$ cat src/hdl/ple_pkg.sv
// ple_pkg: shared types, codes and constants for the positional list engine.
// No dependencies; every other file imports it.
`default_nettype none

package ple_pkg;

   // Field widths fixed by the channel formats
   localparam int CMD_W      = 3;
   localparam int VALUE_W    = 32;
   localparam int POS_W      = 8;
   localparam int STATUS_W   = 2;
   localparam int COUNT_W    = 5;

   // Default list capacity
   localparam int DEPTH_DEF  = 16;

   // Command codes (codes 6 and 7 are unused and act as no-ops)
   typedef enum logic [CMD_W-1:0] {
      CMD_INS_FIRST = 3'd0,
      CMD_INS_LAST  = 3'd1,
      CMD_DEL_FIRST = 3'd2,
      CMD_DEL_LAST  = 3'd3,
      CMD_INS_AT    = 3'd4,
      CMD_DEL_AT    = 3'd5
   } cmd_type;

   // Result status codes
   typedef enum logic [STATUS_W-1:0] {
      STS_OK     = 2'd0,
      STS_BADPOS = 2'd1,
      STS_FULL   = 2'd2,
      STS_EMPTY  = 2'd3
   } status_type;

   // Controller states
   typedef enum logic {
      FSM_IDLE = 1'b0,
      FSM_EXEC = 1'b1
   } fsm_type;

   // Controller to datapath commands
   typedef struct packed {
      logic load;   // capture the request payload
      logic exec;   // apply the command and load the result register
   } ctl_type;

endpackage

`default_nettype wire

$ cat src/hdl/ple_channels.sv
// ple_channels: valid/ready channel interfaces for requests and results.
// Depends on ple_pkg for the field widths.
`default_nettype none

interface ple_req_if
   import ple_pkg::*;
   ();
   logic                      valid;
   logic                      ready;
   logic [CMD_W-1:0]          cmd;
   logic signed [VALUE_W-1:0] value;
   logic [POS_W-1:0]          position;

   modport source (output valid, output cmd, output value, output position, input ready);
   modport sink   (input valid, input cmd, input value, input position, output ready);
endinterface

interface ple_rsp_if
   import ple_pkg::*;
   ();
   logic                valid;
   logic                ready;
   logic [STATUS_W-1:0] status;
   logic [COUNT_W-1:0]  count;

   modport source (output valid, output status, output count, input ready);
   modport sink   (input valid, input status, input count, output ready);
endinterface

`default_nettype wire

$ cat src/hdl/ple_ctrl.sv
// ple_ctrl: two-state sequencer (accept, execute) and result valid flag.
// Depends on ple_pkg.
`default_nettype none

module ple_ctrl
   import ple_pkg::*;
(
   input  wire     clock,
   input  wire     reset,
   input  wire     req_valid,
   output logic    req_ready,
   input  wire     rsp_ready,
   output logic    rsp_valid,
   output ctl_type ctl
);

   fsm_type state_ff, state_in;
   logic    rsp_valid_ff, rsp_valid_in;

   // Next state
   always_comb begin
      state_in = state_ff;
      case (state_ff)
         FSM_IDLE: begin
            if (req_valid) state_in = FSM_EXEC;
         end
         FSM_EXEC: begin
            if (!rsp_valid_ff || rsp_ready) state_in = FSM_IDLE;
         end
         default: state_in = FSM_IDLE;
      endcase
   end

   // Outputs: execute only once the result register can take a new result
   always_comb begin
      req_ready = 1'b0;
      ctl.load  = 1'b0;
      ctl.exec  = 1'b0;
      case (state_ff)
         FSM_IDLE: begin
            req_ready = 1'b1;
            ctl.load  = req_valid;
         end
         FSM_EXEC: begin
            ctl.exec = !rsp_valid_ff || rsp_ready;
         end
         default: ;
      endcase
   end

   // Result valid: set on execute, cleared when the transfer completes
   always_comb begin
      rsp_valid_in = rsp_valid_ff;
      if (ctl.exec)       rsp_valid_in = 1'b1;
      else if (rsp_ready) rsp_valid_in = 1'b0;
   end

   assign rsp_valid = rsp_valid_ff;

   always_ff @(posedge clock) begin
      if (reset) begin
         state_ff     <= FSM_IDLE;
         rsp_valid_ff <= 1'b0;
      end else begin
         state_ff     <= state_in;
         rsp_valid_ff <= rsp_valid_in;
      end
   end

`ifndef SYNTH
   // A pending result is never overwritten
   a_no_overwrite: assert property (@(posedge clock) disable iff (reset)
      (rsp_valid_ff && !rsp_ready) |-> !ctl.exec)
      else $error("result overwritten while pending");

   // Every accepted request takes the controller to the execute state in a following cycle
   a_load_then_exec: assert property (@(posedge clock) disable iff (reset)
      ctl.load |=> (state_ff == FSM_EXEC))
      else $error("accepted request not taken to execute");

   // No request is taken while one is being executed
   a_one_at_a_time: assert property (@(posedge clock) disable iff (reset)
      (state_ff == FSM_EXEC) |-> (!req_ready && !ctl.load))
      else $error("request accepted during execute");
`endif

endmodule

`default_nettype wire

$ cat src/hdl/ple_dpath.sv
// ple_dpath: request register, command decode, shifting entry register file,
// occupancy counter and result register. Depends on ple_pkg.
`default_nettype none

module ple_dpath
   import ple_pkg::*;
#(
   parameter int DEPTH = DEPTH_DEF
) (
   input  wire                        clock,
   input  wire                        reset,
   input  ctl_type                    ctl,
   input  wire [CMD_W-1:0]            req_cmd,
   input  wire signed [VALUE_W-1:0]   req_value,
   input  wire [POS_W-1:0]            req_position,
   output logic [STATUS_W-1:0]        rsp_status,
   output logic [COUNT_W-1:0]         rsp_count
);

   localparam int OW   = $clog2(DEPTH + 1);   // occupancy width
   localparam int IW   = $clog2(DEPTH);       // slot index width
   localparam int CMPW = POS_W + 1;           // position compare width

   // Captured request
   logic [CMD_W-1:0]          cmd_ff;
   logic signed [VALUE_W-1:0] value_ff;
   logic [POS_W-1:0]          pos_ff;

   // List state
   logic [VALUE_W-1:0] entries_ff [DEPTH];
   logic [VALUE_W-1:0] entries_in [DEPTH];
   logic [OW-1:0]      occ_ff, occ_in;

   // Result register
   logic [STATUS_W-1:0] status_ff;
   logic [COUNT_W-1:0]  count_ff;

   // Decode
   status_type      sts;
   logic            do_ins, do_del;
   logic [CMPW-1:0] slot_x, pos_x, occ_x;
   logic [IW-1:0]   slot;
   logic            full, empty;

   assign full  = (occ_ff == OW'(DEPTH));
   assign empty = (occ_ff == '0);
   assign pos_x = CMPW'(pos_ff);
   assign occ_x = CMPW'(occ_ff);
   assign slot  = slot_x[IW-1:0];

   // Command decode: status, operation and target slot
   always_comb begin
      sts    = STS_OK;
      do_ins = 1'b0;
      do_del = 1'b0;
      slot_x = '0;
      case (cmd_ff)
         CMD_INS_FIRST: begin
            if (full) sts = STS_FULL;
            else do_ins = 1'b1;
         end
         CMD_INS_LAST: begin
            slot_x = occ_x;
            if (full) sts = STS_FULL;
            else do_ins = 1'b1;
         end
         CMD_DEL_FIRST: begin
            if (empty) sts = STS_EMPTY;
            else do_del = 1'b1;
         end
         CMD_DEL_LAST: begin
            slot_x = occ_x - CMPW'(1);
            if (empty) sts = STS_EMPTY;
            else do_del = 1'b1;
         end
         CMD_INS_AT: begin
            slot_x = pos_x - CMPW'(1);
            if (pos_x == '0 || pos_x > occ_x + CMPW'(1)) sts = STS_BADPOS;
            else if (full) sts = STS_FULL;
            else do_ins = 1'b1;
         end
         CMD_DEL_AT: begin
            slot_x = pos_x - CMPW'(1);
            if (empty) sts = STS_EMPTY;
            else if (pos_x == '0 || pos_x > occ_x) sts = STS_BADPOS;
            else do_del = 1'b1;
         end
         default: ;
      endcase
   end

   // Parallel shift: each entry looks only at its neighbors
   always_comb begin
      for (int i = 0; i < DEPTH; i++) begin
         entries_in[i] = entries_ff[i];
         if (do_ins) begin
            if (IW'(i) == slot) entries_in[i] = value_ff;
            else if (i > 0 && IW'(i) > slot && OW'(i) <= occ_ff)
               entries_in[i] = entries_ff[(i > 0) ? i - 1 : 0];
         end else if (do_del) begin
            if (i < DEPTH - 1 && IW'(i) >= slot && OW'(i + 1) < occ_ff)
               entries_in[i] = entries_ff[(i < DEPTH - 1) ? i + 1 : i];
         end
      end
   end

   // Occupancy update
   always_comb begin
      occ_in = occ_ff;
      if (do_ins)      occ_in = occ_ff + OW'(1);
      else if (do_del) occ_in = occ_ff - OW'(1);
   end

   // Request capture
   always_ff @(posedge clock) begin
      if (ctl.load) begin
         cmd_ff   <= req_cmd;
         value_ff <= req_value;
         pos_ff   <= req_position;
      end
   end

   // Entries carry no reset
   always_ff @(posedge clock) begin
      if (ctl.exec) entries_ff <= entries_in;
   end

   always_ff @(posedge clock) begin
      if (reset) occ_ff <= '0;
      else if (ctl.exec) occ_ff <= occ_in;
   end

   // Result register
   always_ff @(posedge clock) begin
      if (ctl.exec) begin
         status_ff <= sts;
         count_ff  <= COUNT_W'(occ_in);
      end
   end

   assign rsp_status = status_ff;
   assign rsp_count  = count_ff;

`ifndef SYNTH
   // Occupancy stays within capacity
   a_occ_bound: assert property (@(posedge clock) disable iff (reset)
      occ_ff <= OW'(DEPTH))
      else $error("occupancy above capacity");

   // A rejected command leaves the count alone
   a_reject_hold: assert property (@(posedge clock) disable iff (reset)
      (ctl.exec && sts != STS_OK) |=> (occ_ff == $past(occ_ff)))
      else $error("rejected command changed occupancy");

   // Insert and delete are never both decoded
   a_one_op: assert property (@(posedge clock) disable iff (reset)
      ctl.exec |-> !(do_ins && do_del))
      else $error("insert and delete decoded together");
`endif

endmodule

`default_nettype wire

$ cat src/hdl/positional_list_engine.sv
// A request is captured in the request register on transfer; in the execute state its result
// is loaded into the result register, and execute waits while the previous result is still
// waiting to be read. Commands go one at a time through the controller's accept/execute
// sequence; a new request is taken while the previous result waits to be read.
// Each accepted insert or delete shifts entries in parallel in its execute cycle.
// Reset (synchronous): empties the list and drops any pending result;
// entry contents are undefined until written.
`default_nettype none

module positional_list_engine
   import ple_pkg::*;
#(
   parameter int DEPTH = DEPTH_DEF
) (
   input  wire       clock,
   input  wire       reset,
   ple_req_if.sink   req_chan,
   ple_rsp_if.source rsp_chan
);

   ctl_type ctl;

   ple_ctrl u_ctrl (
      .clock     (clock),
      .reset     (reset),
      .req_valid (req_chan.valid),
      .req_ready (req_chan.ready),
      .rsp_ready (rsp_chan.ready),
      .rsp_valid (rsp_chan.valid),
      .ctl       (ctl)
   );

   ple_dpath #(
      .DEPTH (DEPTH)
   ) u_dpath (
      .clock        (clock),
      .reset        (reset),
      .ctl          (ctl),
      .req_cmd      (req_chan.cmd),
      .req_value    (req_chan.value),
      .req_position (req_chan.position),
      .rsp_status   (rsp_chan.status),
      .rsp_count    (rsp_chan.count)
   );

endmodule

`default_nettype wire

$ cat src/flat_wrapper.sv
// flat-port wrapper written by rule: the top's interface ports become plain ports
module positional_list_engine_flat import ple_pkg::*;
#(
   parameter int DEPTH = DEPTH_DEF
)
  (clock, reset, req_chan_valid, req_chan_cmd, req_chan_value, req_chan_position, req_chan_ready, rsp_chan_valid, rsp_chan_status, rsp_chan_count, rsp_chan_ready);
  ple_req_if req_chan_i ();
  ple_rsp_if rsp_chan_i ();
  input  wire clock;
  input  wire reset;
  input wire logic [$bits(req_chan_i.valid)-1:0] req_chan_valid;
  input wire logic [$bits(req_chan_i.cmd)-1:0] req_chan_cmd;
  input wire logic [$bits(req_chan_i.value)-1:0] req_chan_value;
  input wire logic [$bits(req_chan_i.position)-1:0] req_chan_position;
  output wire logic [$bits(req_chan_i.ready)-1:0] req_chan_ready;
  output wire logic [$bits(rsp_chan_i.valid)-1:0] rsp_chan_valid;
  output wire logic [$bits(rsp_chan_i.status)-1:0] rsp_chan_status;
  output wire logic [$bits(rsp_chan_i.count)-1:0] rsp_chan_count;
  input wire logic [$bits(rsp_chan_i.ready)-1:0] rsp_chan_ready;
  assign req_chan_i.valid = req_chan_valid;
  assign req_chan_i.cmd = req_chan_cmd;
  assign req_chan_i.value = req_chan_value;
  assign req_chan_i.position = req_chan_position;
  assign req_chan_ready = req_chan_i.ready;
  assign rsp_chan_valid = rsp_chan_i.valid;
  assign rsp_chan_status = rsp_chan_i.status;
  assign rsp_chan_count = rsp_chan_i.count;
  assign rsp_chan_i.ready = rsp_chan_ready;
  positional_list_engine #(.DEPTH(DEPTH)) u_core (.clock(clock), .reset(reset), .req_chan(req_chan_i), .rsp_chan(rsp_chan_i));
endmodule
$ cat config.mk
export PLATFORM = sky130hd
export DESIGN_NAME = positional_list_engine_flat
export DESIGN_NICKNAME = d
export VERILOG_FILES = /design/src/hdl/ple_pkg.sv /design/src/hdl/ple_channels.sv /design/src/hdl/ple_ctrl.sv /design/src/hdl/ple_dpath.sv /design/src/hdl/positional_list_engine.sv /design/src/flat_wrapper.sv
export SDC_FILE = /design/constraint.sdc
export NUM_CORES = 1
export LEC_CHECK = 0
export BUFFER_PORTS_ARGS = -buffer_cell sky130_fd_sc_hd__buf_2
export CAP_MARGIN = 30
export CORE_MARGIN = 5
export CORE_UTILIZATION = 33
export CTS_CLUSTER_SIZE = 28
export DETAILED_ROUTE_END_ITERATION = 8
export HOLD_SLACK_MARGIN = 0.06
export PLACE_DENSITY = 0.56
export SLEW_MARGIN = 20
export SYNTH_ARGS = -nofsm -noshare
export SYNTH_HDL_FRONTEND = slang
export SYNTH_HIERARCHICAL = 1
export SYNTH_SLANG_ARGS = --single-unit
$ cat constraint.sdc
create_clock -name clock -period 3.4 [get_ports clock]
set_clock_uncertainty 0.05 [all_clocks]
set_input_delay 0 -clock clock [delete_from_list [all_inputs] [get_ports clock]]
set_output_delay 0 -clock clock [all_outputs]
set_load 0.01 [all_outputs]
==> flow_results.xml, run 1 <==
<?xml version="1.0" encoding="UTF-8"?>
<metrics>
  <group name="drt">
    <metric name="wire_per_inst" unit="um">13.7</metric>
    <metric name="drt_wl_total" unit="mm">3.70</metric>
    <metric name="drt_iter0_drc" unit="">61</metric>
    <metric name="route.antenna.remaining_nets" unit="">0</metric>
    <metric name="drt_pass1_iterations" unit="">4</metric>
    <metric name="final_routed_drc_violation_total" unit="">0</metric>
    <metric name="vias_per_cell" unit="">5.04</metric>
    <metric name="route.vias.total" unit="">1361</metric>
  </group>
  <group name="worst_setup_path">
    <metric name="critPathLaunch" unit="">u_core/u_dpath/occ_ff[0]$_SDFFE_PP0P_</metric>
    <metric name="timing.critical_path.cells" unit="">inv_1 -&gt; ha_1 -&gt; inv_1 -&gt; ha_1 -&gt; nand2b_1 -&gt; a2111oi_2 -&gt; nor2_1 -&gt; o21ai_0 -&gt; a21oi_1 -&gt; o211a_1</metric>
    <metric name="timing.critical_path.required" unit="ns">3.38</metric>
    <metric name="worst_r2r_startpoint" unit="">u_core/u_dpath/occ_ff[0]$_SDFFE_PP0P_</metric>
    <metric name="end_kind" unit="">flop</metric>
    <metric name="timing_worst_setup_path_type" unit="">reg2reg</metric>
    <metric name="timing.reg2reg.worst_path_depth" unit="">10</metric>
    <metric name="delay_of_the_slowest_cell_on_the_worst_path" unit="ns">0.45</metric>
    <metric name="crit_family" unit="">compound AO/OA/AOI/OAI gates</metric>
    <metric name="critical_path_arrival" unit="ns">2.96</metric>
    <metric name="crit_slowest_cell" unit="">ha_1</metric>
    <metric name="worst_setup_path_start_kind" unit="">flop</metric>
    <metric name="worst-path-max-fanout" unit="">9</metric>
    <metric name="setup.reg_to_reg.worst_slack" unit="ns">0.42</metric>
    <metric name="timing.rr.end" unit="">u_core/u_dpath/rsp_status[1]$_DFFE_PP_</metric>
    <metric name="worst-path-buf-inv" unit="">2</metric>
  </group>
  <group name="synth">
    <metric name="syn_area" unit="sq um">1710</metric>
    <metric name="synth-edff-count" unit="">18</metric>
    <metric name="post_synth_inst_count" unit="">162</metric>
    <metric name="ys_ff_latch" unit="">25</metric>
    <metric name="post_synth_num_cell_types" unit="">53</metric>
    <metric name="synth.top_cells.by_area" unit="">edfxtp_1, ha_1, dfxtp_1</metric>
    <metric name="synthesis.nets" unit="">222</metric>
    <metric name="yosys_warnings" unit="">6</metric>
    <metric name="ys.flop_type" unit="">edfxtp_1</metric>
    <metric name="yosys.area.top_type_share" unit="">0.316</metric>
    <metric name="synth_sequential_area_ratio" unit="">0.398</metric>
    <metric name="async_flop_share" unit="">0</metric>
    <metric name="yosys.area.top_type" unit="">edfxtp_1</metric>
    <metric name="synth_area_per_cell" unit="sq um">10.6</metric>
  </group>
  <group name="timing">
    <metric name="period_needed" unit="ns">2.98</metric>
    <metric name="final-max-slew-violation-count" unit="">0</metric>
    <metric name="timing.fmax" unit="MHz">335</metric>
    <metric name="actual_transition_at_the_worst_max_transition_pin" unit="ns">0.448</metric>
    <metric name="setup_repair_after_global_routing_missed_its_margin" unit="">no</metric>
    <metric name="finalHoldViolCount" unit="">0</metric>
    <metric name="layout_worst_path_cycle_share" unit="">0.877</metric>
    <metric name="hold-worst-slack" unit="ns">0.228</metric>
    <metric name="post-route-worst-setup-slack" unit="ns">0.418</metric>
    <metric name="slew_headroom" unit="">0.701</metric>
    <metric name="setup_viol_count_final" unit="">0</metric>
    <metric name="setup_tns" unit="ns">0</metric>
  </group>
  <group name="min_path">
    <metric name="timing.hold.worst_path_depth" unit="">2</metric>
    <metric name="timing.hold.worst_endpoint" unit="">u_core/u_dpath/cmd_ff[1]$_DFFE_PP_</metric>
    <metric name="min_path_type" unit="">in2reg</metric>
    <metric name="hp-start" unit="">req_chan_valid</metric>
  </group>
  <group name="global_route">
    <metric name="grt_use_total" unit="">0.122</metric>
    <metric name="first_pass_grt_wire_length" unit="mm">6.24</metric>
    <metric name="grt.overflow.total" unit="">0</metric>
    <metric name="vias_in_the_first_global_route" unit="">1310</metric>
    <metric name="grt_antenna_before_repair" unit="">0</metric>
    <metric name="grt_max_degree" unit="">18</metric>
  </group>
  <group name="place">
    <metric name="gp_congestion" unit="">0.767</metric>
    <metric name="hpwl" unit="mm">2.77</metric>
    <metric name="buffer_ports.inserted" unit="">23</metric>
    <metric name="detailedPlace.worstSlack" unit="ns">0.387</metric>
    <metric name="dp_cells" unit="">252</metric>
  </group>
  <group name="clock_network">
    <metric name="worst_skew_pair.late_latency" unit="ns">0.27</metric>
    <metric name="numClockSinks" unit="">25</metric>
    <metric name="path_clk_slew" unit="ns">0.09</metric>
    <metric name="root_buffer" unit="">clkbuf_8</metric>
    <metric name="resize_count_post_cts" unit="">0</metric>
    <metric name="numCtsBuffers" unit="">3</metric>
    <metric name="clock_tree.htree_level_count" unit="">1</metric>
    <metric name="tritoncts" unit="">done</metric>
    <metric name="cts-root-to-sink-buffers" unit="">2</metric>
  </group>
  <group name="final_layout">
    <metric name="final-seq-area" unit="sq um">681</metric>
    <metric name="area_growth" unit="%">22.3</metric>
    <metric name="num_antenna_cells" unit="">0</metric>
    <metric name="filler_cell_count" unit="">521</metric>
    <metric name="multi_input_gate_area_in_the_final_layout" unit="sq um">957</metric>
    <metric name="net_count_of_the_finished_layout" unit="">261</metric>
    <metric name="final_layout_size_suffix_gt1_frac" unit="">0.245</metric>
    <metric name="mostFrequentLayoutCells" unit="">buf_2, edfxtp_1, dlygate4sd3_1, ha_1, inv_1</metric>
    <metric name="mostFrequentLayoutCell" unit="">buf_2</metric>
    <metric name="final_cell_count_no_fill" unit="">270</metric>
  </group>
  <group name="floorplanning">
    <metric name="chipHeight" unit="um">82.0</metric>
    <metric name="io_pins" unit="">56</metric>
    <metric name="initial_utilization" unit="">0.337</metric>
    <metric name="core_region_area" unit="sq um">5070</metric>
    <metric name="floorplan.rows" unit="">26</metric>
    <metric name="die_extent_in_x" unit="um">82.0</metric>
    <metric name="dieArea" unit="sq um">6730</metric>
  </group>
  <group name="pwr">
    <metric name="leakagePower" unit="nW">0.808</metric>
    <metric name="cellPowerDensity" unit="nW/um^2">375</metric>
    <metric name="power.ir.vdd_worst" unit="V">0.000148</metric>
  </group>
  <group name="flow_run">
    <metric name="max_cap_viols" unit="">0</metric>
  </group>
  <group name="outcome">
    <metric name="status" unit="">complete, no violations</metric>
  </group>
</metrics>
repair_timing:
| action | in CTS | in global routing |
|---|---|---|
| hold buffers | 14 | 0 |
| buffers inserted | 0 | 0 |
| endpoints found under the hold margin | 15 | 0 |
metrics by stage:
stage / power, mW / instance area [sq um] / utilization
4_1_cts: 0.796 / 2090 / 0.412
5_1_grt: 0.835 / 2090 / 0.412
6_report: 0.786 / 2090 / 0.412
3_5_place_dp: 0.598 / 1910 / 0.376
3_3_place_gp: 0.595 / 1910 / 0.376
2_1_floorplan: 0.545 / 1710 / -
synthesized netlist by cell type (all sizes together) (2+ instances only):
library cell	count
a2111oi	2
a211oi	3
a21oi	6
a22oi	2
a31oi	3
a41oi	2
and2	3
buf	3
clkbuf	3
dfxtp	7
edfxtp	18
ha	13
inv	12
mux2	2
nand2	8
nand2b	6
nand3	6
nand4	3
nor2	9
nor2b	4
nor3	5
nor3b	2
nor4	2
o211a	2
o211ai	4
o21ai	6
o221ai	2
or3b	2
or4	2
xnor2	6
power by group:
| group | switching [mW] | internal, mW | total (mW) |
|---|---|---|---|
| sequential | 0.0226 | 0.355 | 0.377 |
| clock | 0.0986 | 0.0839 | 0.183 |
| combinational | 0.122 | 0.104 | 0.226 |
worst max path at each step:
stage | cells after the start | slack (ns) | to
floorplan | 9 | 0.61 | u_core/u_dpath/occ_ff[2]$_SDFFE_PP0P_
global placement | 10 | 0.43 | u_core/u_dpath/rsp_status[1]$_DFFE_PP_
detailed placement | 10 | 0.39 | u_core/u_dpath/rsp_status[1]$_DFFE_PP_
CTS | 10 | 0.36 | u_core/u_dpath/rsp_status[1]$_DFFE_PP_
global route | 10 | 0.18 | u_core/u_dpath/rsp_status[1]$_DFFE_PP_
finish | 10 | 0.42 | u_core/u_dpath/rsp_status[1]$_DFFE_PP_
worst register-to-register path, cell delays in order (launching register included):
cell and delay (ns):
dfxtp_1 0.44, inv_1 0.14, ha_1 0.45, inv_1 0.09, ha_1 0.30, nand2b_1 0.07, a2111oi_2 0.45, nor2_1 0.12
o21ai_0 0.28, a21oi_1 0.12, o211a_1 0.24
area by class of cell:
cell class | count | area share
sequential | 25 | 0.325
timing repair buffer | 40 | 0.133
clock buffer | 4 | 0.0215
multi-input combinational | 119 | 0.457
inverter | 12 | 0.0215
tap | 70 | 0.0418
layer usage:
metal | track usage | part of all wire | routed length, um | vias up
met5 | 0 | 0 | 0 | -
met3 | 0.0197 | 0.026 | 95 | 4
met4 | 0.0449 | 0.012 | 45 | 0
met1 | 0.152 | 0.46 | 1710 | 646
met2 | 0.209 | 0.50 | 1840 | 19
li1 | - | - | - | 692
sequential cells by signal, indices dropped and copies added, names as in the netlist:
register and cells:
u_core/u_dpath/rsp_status 2, u_core/u_ctrl/state_ff 1, u_core/u_dpath/pos_ff 8, u_core/u_dpath/occ_ff 5, u_core/u_dpath/rsp_count 5, u_core/u_ctrl/rsp_valid 1
u_core/u_dpath/cmd_ff 3
cells by family after synthesis:
family,synth area share
compound gates,0.213
xor+xnor,0.0307
fa+ha+maj,0.0950
buf+inv,0.0431
flops,0.398
mux,0.0234
simple gates,0.197
Power figures use the tool's default switching activity.
==> inputs of run 2 (changes only) <==
--- a/config.mk
+++ b/config.mk
@@ -12,6 +12,7 @@
 export CTS_CLUSTER_SIZE = 28
 export DETAILED_ROUTE_END_ITERATION = 8
 export HOLD_SLACK_MARGIN = 0.06
+export MAX_ROUTING_LAYER = met4
 export PLACE_DENSITY = 0.56
 export SLEW_MARGIN = 20
 export SYNTH_ARGS = -nofsm -noshare
==> flow_results.xml, run 2 (synthesis gave the netlist of run 1 again) <==
<?xml version="1.0" encoding="UTF-8"?>
<metrics>
  <group name="worst_setup_path">
    <metric name="delay_of_the_slowest_cell_on_the_worst_path" unit="ns">0.45</metric>
    <metric name="critical_path_arrival" unit="ns">2.96</metric>
    <metric name="crit_slowest_cell" unit="">ha_1</metric>
    <metric name="end_kind" unit="">flop</metric>
    <metric name="worst-path-max-fanout" unit="">9</metric>
    <metric name="timing.critical_path.cells" unit="">inv_1 -&gt; ha_1 -&gt; inv_1 -&gt; ha_1 -&gt; nand2b_1 -&gt; a2111oi_2 -&gt; nor2_1 -&gt; o21ai_0 -&gt; a21oi_1 -&gt; o211a_1</metric>
    <metric name="timing.critical_path.required" unit="ns">3.38</metric>
    <metric name="worst_setup_path_start_kind" unit="">flop</metric>
    <metric name="timing_worst_setup_path_type" unit="">reg2reg</metric>
  </group>
  <group name="floorplanning">
    <metric name="io_pins" unit="">56</metric>
    <metric name="die_extent_in_x" unit="um">82.0</metric>
    <metric name="dieArea" unit="sq um">6730</metric>
    <metric name="floorplan.rows" unit="">26</metric>
    <metric name="initial_utilization" unit="">0.337</metric>
    <metric name="core_region_area" unit="sq um">5070</metric>
    <metric name="chipHeight" unit="um">82.0</metric>
  </group>
  <group name="pwr">
    <metric name="power.ir.vdd_worst" unit="V">0.000148</metric>
    <metric name="totalPowerFinal" unit="mW">0.786</metric>
    <metric name="leakagePower" unit="nW">0.808</metric>
    <metric name="cellPowerDensity" unit="nW/um^2">375</metric>
  </group>
  <group name="flow_run">
    <metric name="max_cap_viols" unit="">0</metric>
  </group>
  <group name="timing">
    <metric name="period_needed" unit="ns">2.98</metric>
    <metric name="timing.fmax" unit="MHz">335</metric>
    <metric name="layout_worst_path_cycle_share" unit="">0.878</metric>
    <metric name="setup_tns" unit="ns">0</metric>
    <metric name="actual_transition_at_the_worst_max_transition_pin" unit="ns">0.456</metric>
    <metric name="setup_viol_count_final" unit="">0</metric>
    <metric name="final-max-slew-violation-count" unit="">0</metric>
    <metric name="slew_headroom" unit="">0.695</metric>
    <metric name="hold-worst-slack" unit="ns">0.228</metric>
    <metric name="setup_repair_after_global_routing_missed_its_margin" unit="">no</metric>
    <metric name="finalHoldViolCount" unit="">0</metric>
  </group>
  <group name="clock_network">
    <metric name="numClockSinks" unit="">25</metric>
    <metric name="tritoncts" unit="">done</metric>
    <metric name="path_clk_slew" unit="ns">0.09</metric>
    <metric name="clock_tree.htree_level_count" unit="">1</metric>
    <metric name="cts-root-to-sink-buffers" unit="">2</metric>
    <metric name="worst_skew_pair.late_latency" unit="ns">0.27</metric>
    <metric name="root_buffer" unit="">clkbuf_8</metric>
    <metric name="numCtsBuffers" unit="">3</metric>
  </group>
  <group name="global_route">
    <metric name="grt_max_degree" unit="">18</metric>
    <metric name="grt_antenna_before_repair" unit="">0</metric>
    <metric name="first_pass_grt_wire_length" unit="mm">6.24</metric>
    <metric name="grt.overflow.total" unit="">0</metric>
    <metric name="grt_use_total" unit="">0.125</metric>
    <metric name="vias_in_the_first_global_route" unit="">1310</metric>
  </group>
  <group name="final_layout">
    <metric name="net_count_of_the_finished_layout" unit="">261</metric>
    <metric name="registers.top_by_ff_count" unit="">u_core/u_dpath/pos_ff</metric>
    <metric name="filler_cell_count" unit="">521</metric>
    <metric name="mostFrequentLayoutCell" unit="">buf_2</metric>
    <metric name="final_layout_size_suffix_gt1_frac" unit="">0.245</metric>
    <metric name="num_antenna_cells" unit="">0</metric>
    <metric name="mostFrequentLayoutCells" unit="">buf_2, edfxtp_1, dlygate4sd3_1, ha_1, inv_1</metric>
    <metric name="finalCoreUtilization" unit="">0.412</metric>
    <metric name="area_growth" unit="%">22.3</metric>
    <metric name="largest_reg_flops" unit="">8</metric>
  </group>
  <group name="drt">
    <metric name="route.vias.total" unit="">1374</metric>
    <metric name="wire_per_inst" unit="um">13.7</metric>
    <metric name="route.antenna.remaining_nets" unit="">0</metric>
    <metric name="drt_wl_total" unit="mm">3.70</metric>
    <metric name="drt_iter0_drc" unit="">59</metric>
    <metric name="final_routed_drc_violation_total" unit="">0</metric>
    <metric name="drt_pass1_iterations" unit="">4</metric>
    <metric name="vias_per_cell" unit="">5.09</metric>
  </group>
  <group name="min_path">
    <metric name="min_path_type" unit="">in2reg</metric>
  </group>
  <group name="place">
    <metric name="gp_congestion" unit="">0.777</metric>
    <metric name="buffer_ports.inserted" unit="">23</metric>
    <metric name="hpwl" unit="mm">2.77</metric>
  </group>
  <group name="outcome">
    <metric name="status" unit="">complete, no violations</metric>
  </group>
</metrics>
==> run 2: where the power goes <==
group	internal [mW]	switching (mW)	total (mW)
registers	0.355	0.0228	0.377
logic	0.104	0.122	0.226
clock network	0.0839	0.0982	0.182
total	0.542	0.243	0.786
==> run 2: worst max-delay path: cells and delay by family (launching register included) <==
family	cells	cell delay, ns
buffers and inverters	2	0.23
adder cells (fa/ha/maj)	2	0.75
AO/OA/AOI/OAI	4	1.09
flip-flops	1	0.44
AND/OR/NAND/NOR	2	0.19
==> run 2: area by class of cell <==
type | instances | area (sq um) | share of cell area
multi-input combinational | 119 | 957 | 0.457
sequential | 25 | 681 | 0.325
timing repair buffer | 40 | 278 | 0.133
tap | 70 | 87.6 | 0.0418
clock buffer | 4 | 45.0 | 0.0215
inverter | 12 | 45.0 | 0.0215
==> run 2: through the flow <==
stage | setup WS, ns | cells | instance area, sq um
after floorplan | 0.611 | 162 | 1710
after global placement | 0.433 | 252 | 1910
after detailed placement | 0.387 | 252 | 1910
after CTS | 0.361 | 270 | 2090
after global routing | 0.182 | 270 | 2090
final | 0.416 | 270 | 2090
==> run 2: routing by layer <==
metal / vias up / global-route usage / routed length, um
met3: 4 / 0.0197 / 102
met4: 0 / 0.0449 / 44
met2: 21 / 0.209 / 1840
met1: 656 / 0.152 / 1720
li1: 693 / - / -
met5: - / - / 0
==> run 2: worst paths after layout <==
kind	from	endpoint	slack (ns)	cells past startpoint
setup / recovery	u_core/u_dpath/occ_ff[0]$_SDFFE_PP0P_	u_core/u_dpath/rsp_status[1]$_DFFE_PP_	0.42	10
hold / removal	req_chan_valid	u_core/u_dpath/cmd_ff[1]$_DFFE_PP_	0.23	2
setup reg to reg	u_core/u_dpath/occ_ff[0]$_SDFFE_PP0P_	u_core/u_dpath/rsp_status[1]$_DFFE_PP_	0.42	10
hold reg to reg	u_core/u_ctrl/state_ff$_SDFF_PP0_	u_core/u_ctrl/rsp_valid$_SDFFE_PP0P_	0.47	2
==> run 2: repair_timing <==
action | CTS | global route
hold buffers | 14 | 0
endpoints found under the hold margin | 15 | 0
gates resized for setup | 0 | 0
setup buffers | 0 | 0
==> inputs of run 3 (changes only) <==
==> constraint.sdc (replaced) <==
create_clock -name clock -period 2.98 [get_ports clock]
set_clock_uncertainty 0.05 [all_clocks]
set_input_delay 0 -clock clock [delete_from_list [all_inputs] [get_ports clock]]
set_output_delay 0 -clock clock [all_outputs]
set_load 0.01 [all_outputs]
==> flow_results.xml, run 3 (synthesis gave the netlist of run 1 again) <==
<?xml version="1.0" encoding="UTF-8"?>
<metrics>
  <group name="worst_setup_path">
    <metric name="cp_common_cell" unit="">ha_1</metric>
    <metric name="timing.critical_path.cells" unit="">ha_1 -&gt; buf_4 -&gt; xnor2_1 -&gt; ha_1 -&gt; nand4_1 -&gt; or4_4 -&gt; o211ai_4 -&gt; nand2_2 -&gt; o22ai_2 -&gt; mux2_4</metric>
    <metric name="delay_of_the_slowest_cell_on_the_worst_path" unit="ns">0.55</metric>
    <metric name="worst_setup_path_start_kind" unit="">flop</metric>
    <metric name="critical_path_arrival" unit="ns">2.94</metric>
    <metric name="timing.critical_path.required" unit="ns">3.10</metric>
    <metric name="worst-path-max-fanout" unit="">5</metric>
    <metric name="end_kind" unit="">flop</metric>
    <metric name="timing_worst_setup_path_type" unit="">reg2reg</metric>
    <metric name="crit_slowest_cell" unit="">or4_4</metric>
    <metric name="timing.reg2reg.worst_path_depth" unit="">10</metric>
  </group>
  <group name="outcome">
    <metric name="status" unit="">complete, no violations</metric>
  </group>
  <group name="timing">
    <metric name="final-max-slew-violation-count" unit="">0</metric>
    <metric name="post-route-worst-setup-slack" unit="ns">0.160</metric>
    <metric name="timing.fmax" unit="MHz">355</metric>
    <metric name="actual_transition_at_the_worst_max_transition_pin" unit="ns">0.404</metric>
    <metric name="period_needed" unit="ns">2.82</metric>
    <metric name="finalHoldViolCount" unit="">0</metric>
    <metric name="setup_tns" unit="ns">0</metric>
    <metric name="slew_headroom" unit="">0.728</metric>
    <metric name="layout_worst_path_cycle_share" unit="">0.946</metric>
    <metric name="setup_viol_count_final" unit="">0</metric>
  </group>
  <group name="final_layout">
    <metric name="net_count_of_the_finished_layout" unit="">274</metric>
    <metric name="largest_reg_flops" unit="">8</metric>
    <metric name="mostFrequentLayoutCells" unit="">buf_2, edfxtp_1, dlygate4sd3_1, buf_4, ha_1</metric>
    <metric name="layout.cell_area.non_filler" unit="sq um">2230</metric>
    <metric name="num_antenna_cells" unit="">0</metric>
    <metric name="area_growth" unit="%">30.4</metric>
    <metric name="mostFrequentLayoutCell" unit="">buf_2</metric>
    <metric name="final_layout_size_suffix_gt1_frac" unit="">0.300</metric>
    <metric name="filler_cell_count" unit="">506</metric>
    <metric name="final-seq-area" unit="sq um">688</metric>
    <metric name="multi_input_gate_area_in_the_final_layout" unit="sq um">982</metric>
    <metric name="registers.top_by_ff_count" unit="">u_core/u_dpath/pos_ff</metric>
  </group>
  <group name="drt">
    <metric name="vias_per_cell" unit="">5.07</metric>
    <metric name="drt_pass1_iterations" unit="">4</metric>
    <metric name="route.antenna.remaining_nets" unit="">0</metric>
    <metric name="drt_wl_total" unit="mm">3.79</metric>
    <metric name="drt_iter0_drc" unit="">46</metric>
    <metric name="route.vias.total" unit="">1435</metric>
    <metric name="final_routed_drc_violation_total" unit="">0</metric>
    <metric name="wire_per_inst" unit="um">13.4</metric>
  </group>
  <group name="place">
    <metric name="gp_congestion" unit="">0.814</metric>
    <metric name="detailedPlace.worstSlack" unit="ns">0.120</metric>
    <metric name="buffer_ports.inserted" unit="">23</metric>
    <metric name="postPlaceCellArea" unit="sq um">1990</metric>
    <metric name="hpwl" unit="mm">2.84</metric>
  </group>
  <group name="clock_network">
    <metric name="root_buffer" unit="">clkbuf_8</metric>
    <metric name="path_clk_slew" unit="ns">0.10</metric>
    <metric name="numClockSinks" unit="">25</metric>
    <metric name="numCtsBuffers" unit="">3</metric>
    <metric name="tritoncts" unit="">done</metric>
    <metric name="cts-root-to-sink-buffers" unit="">2</metric>
    <metric name="clock_tree.htree_level_count" unit="">1</metric>
    <metric name="worst_skew_pair.late_latency" unit="ns">0.28</metric>
  </group>
  <group name="pwr">
    <metric name="cellPowerDensity" unit="nW/um^2">416</metric>
    <metric name="totalPowerFinal" unit="mW">0.928</metric>
    <metric name="power.ir.vdd_worst" unit="V">0.000189</metric>
    <metric name="leakagePower" unit="nW">0.871</metric>
  </group>
  <group name="flow_run">
    <metric name="max_cap_viols" unit="">0</metric>
  </group>
  <group name="floorplanning">
    <metric name="io_pins" unit="">56</metric>
    <metric name="core_region_area" unit="sq um">5070</metric>
    <metric name="initial_utilization" unit="">0.337</metric>
    <metric name="die_extent_in_x" unit="um">82.0</metric>
    <metric name="floorplan.rows" unit="">26</metric>
    <metric name="chipHeight" unit="um">82.0</metric>
    <metric name="dieArea" unit="sq um">6730</metric>
  </group>
  <group name="global_route">
    <metric name="first_pass_grt_wire_length" unit="mm">6.78</metric>
    <metric name="grt.overflow.total" unit="">0</metric>
    <metric name="vias_in_the_first_global_route" unit="">1483</metric>
    <metric name="grt_antenna_before_repair" unit="">0</metric>
    <metric name="grt_max_degree" unit="">18</metric>
    <metric name="grt_use_total" unit="">0.137</metric>
  </group>
  <group name="min_path">
    <metric name="timing.hold.worst_path_depth" unit="">2</metric>
    <metric name="min_path_type" unit="">in2reg</metric>
  </group>
</metrics>
run 3: changes by cell type in the layout (fill, tap and decap cells not counted), moves of 2 or more:
cell / change
buf_4: +11
dfxtp_1: -2
dfxtp_4: +2
dlygate4sd3_1: +2
run 3: area by class of cell:
type,instances,share of cell area
Inverter,12,0.0202
Clock inverter,1,0.00336
Timing Repair Buffer,53,0.170
Sequential cell,25,0.308
Tap cell,70,0.0392
Multi-Input combinational cell,119,0.440
Clock buffer,3,0.0185
run 3: critical path, delay by kind of cell (launching register included):
family	cells	cell delay, ns
buf+inv	1	0.14
compound gates	2	0.34
xor+xnor	1	0.13
flops	1	0.37
simple gates	3	0.87
fa+ha+maj	2	0.49
mux	1	0.31
run 3: final timing paths:
| path | slack, ns | startpoint | to |
|---|---|---|---|
| setup / recovery | 0.16 | u_core/u_dpath/occ_ff[0]$_SDFFE_PP0P_ | u_core/u_dpath/occ_ff[2]$_SDFFE_PP0P_ |
| hold reg to reg | 0.55 | u_core/u_dpath/occ_ff[1]$_SDFFE_PP0P_ | u_core/u_dpath/occ_ff[1]$_SDFFE_PP0P_ |
| hold / removal | 0.37 | req_chan_position[4] | u_core/u_dpath/pos_ff[4]$_DFFE_PP_ |
| setup reg to reg | 0.16 | u_core/u_dpath/occ_ff[0]$_SDFFE_PP0P_ | u_core/u_dpath/occ_ff[2]$_SDFFE_PP0P_ |
run 3: per-stage QoR:
step | utilization | hold slack, ns | cells
after floorplan | - | 0.0191 | 162
after global placement | 0.392 | 0.127 | 263
after detailed placement | 0.392 | 0.128 | 263
after CTS | 0.433 | 0.363 | 283
after global routing | 0.440 | 0.362 | 283
final | 0.440 | 0.374 | 283
run 3: routing by layer:
layer / share of wire / vias up / GRT usage
li1: - / 715 / -
met3: 0.029 / 8 / 0.0197
met2: 0.50 / 25 / 0.228
met4: 0.024 / 0 / 0.0598
met1: 0.45 / 687 / 0.164
met5: 0 / - / -
run 3: repair_timing:
item                                   4_1_cts  5_1_grt
gates resized for setup                      0        7
setup buffers                                0        0
hold buffers                                16        0
setup endpoints to repair                    0       11
endpoints found under the hold margin       15        0
run 3: report_power, final:
part	switching (mW)	internal (mW)
sequential	0.0241	0.405
clock	0.121	0.0951
combinational	0.148	0.135
total	0.293	0.635
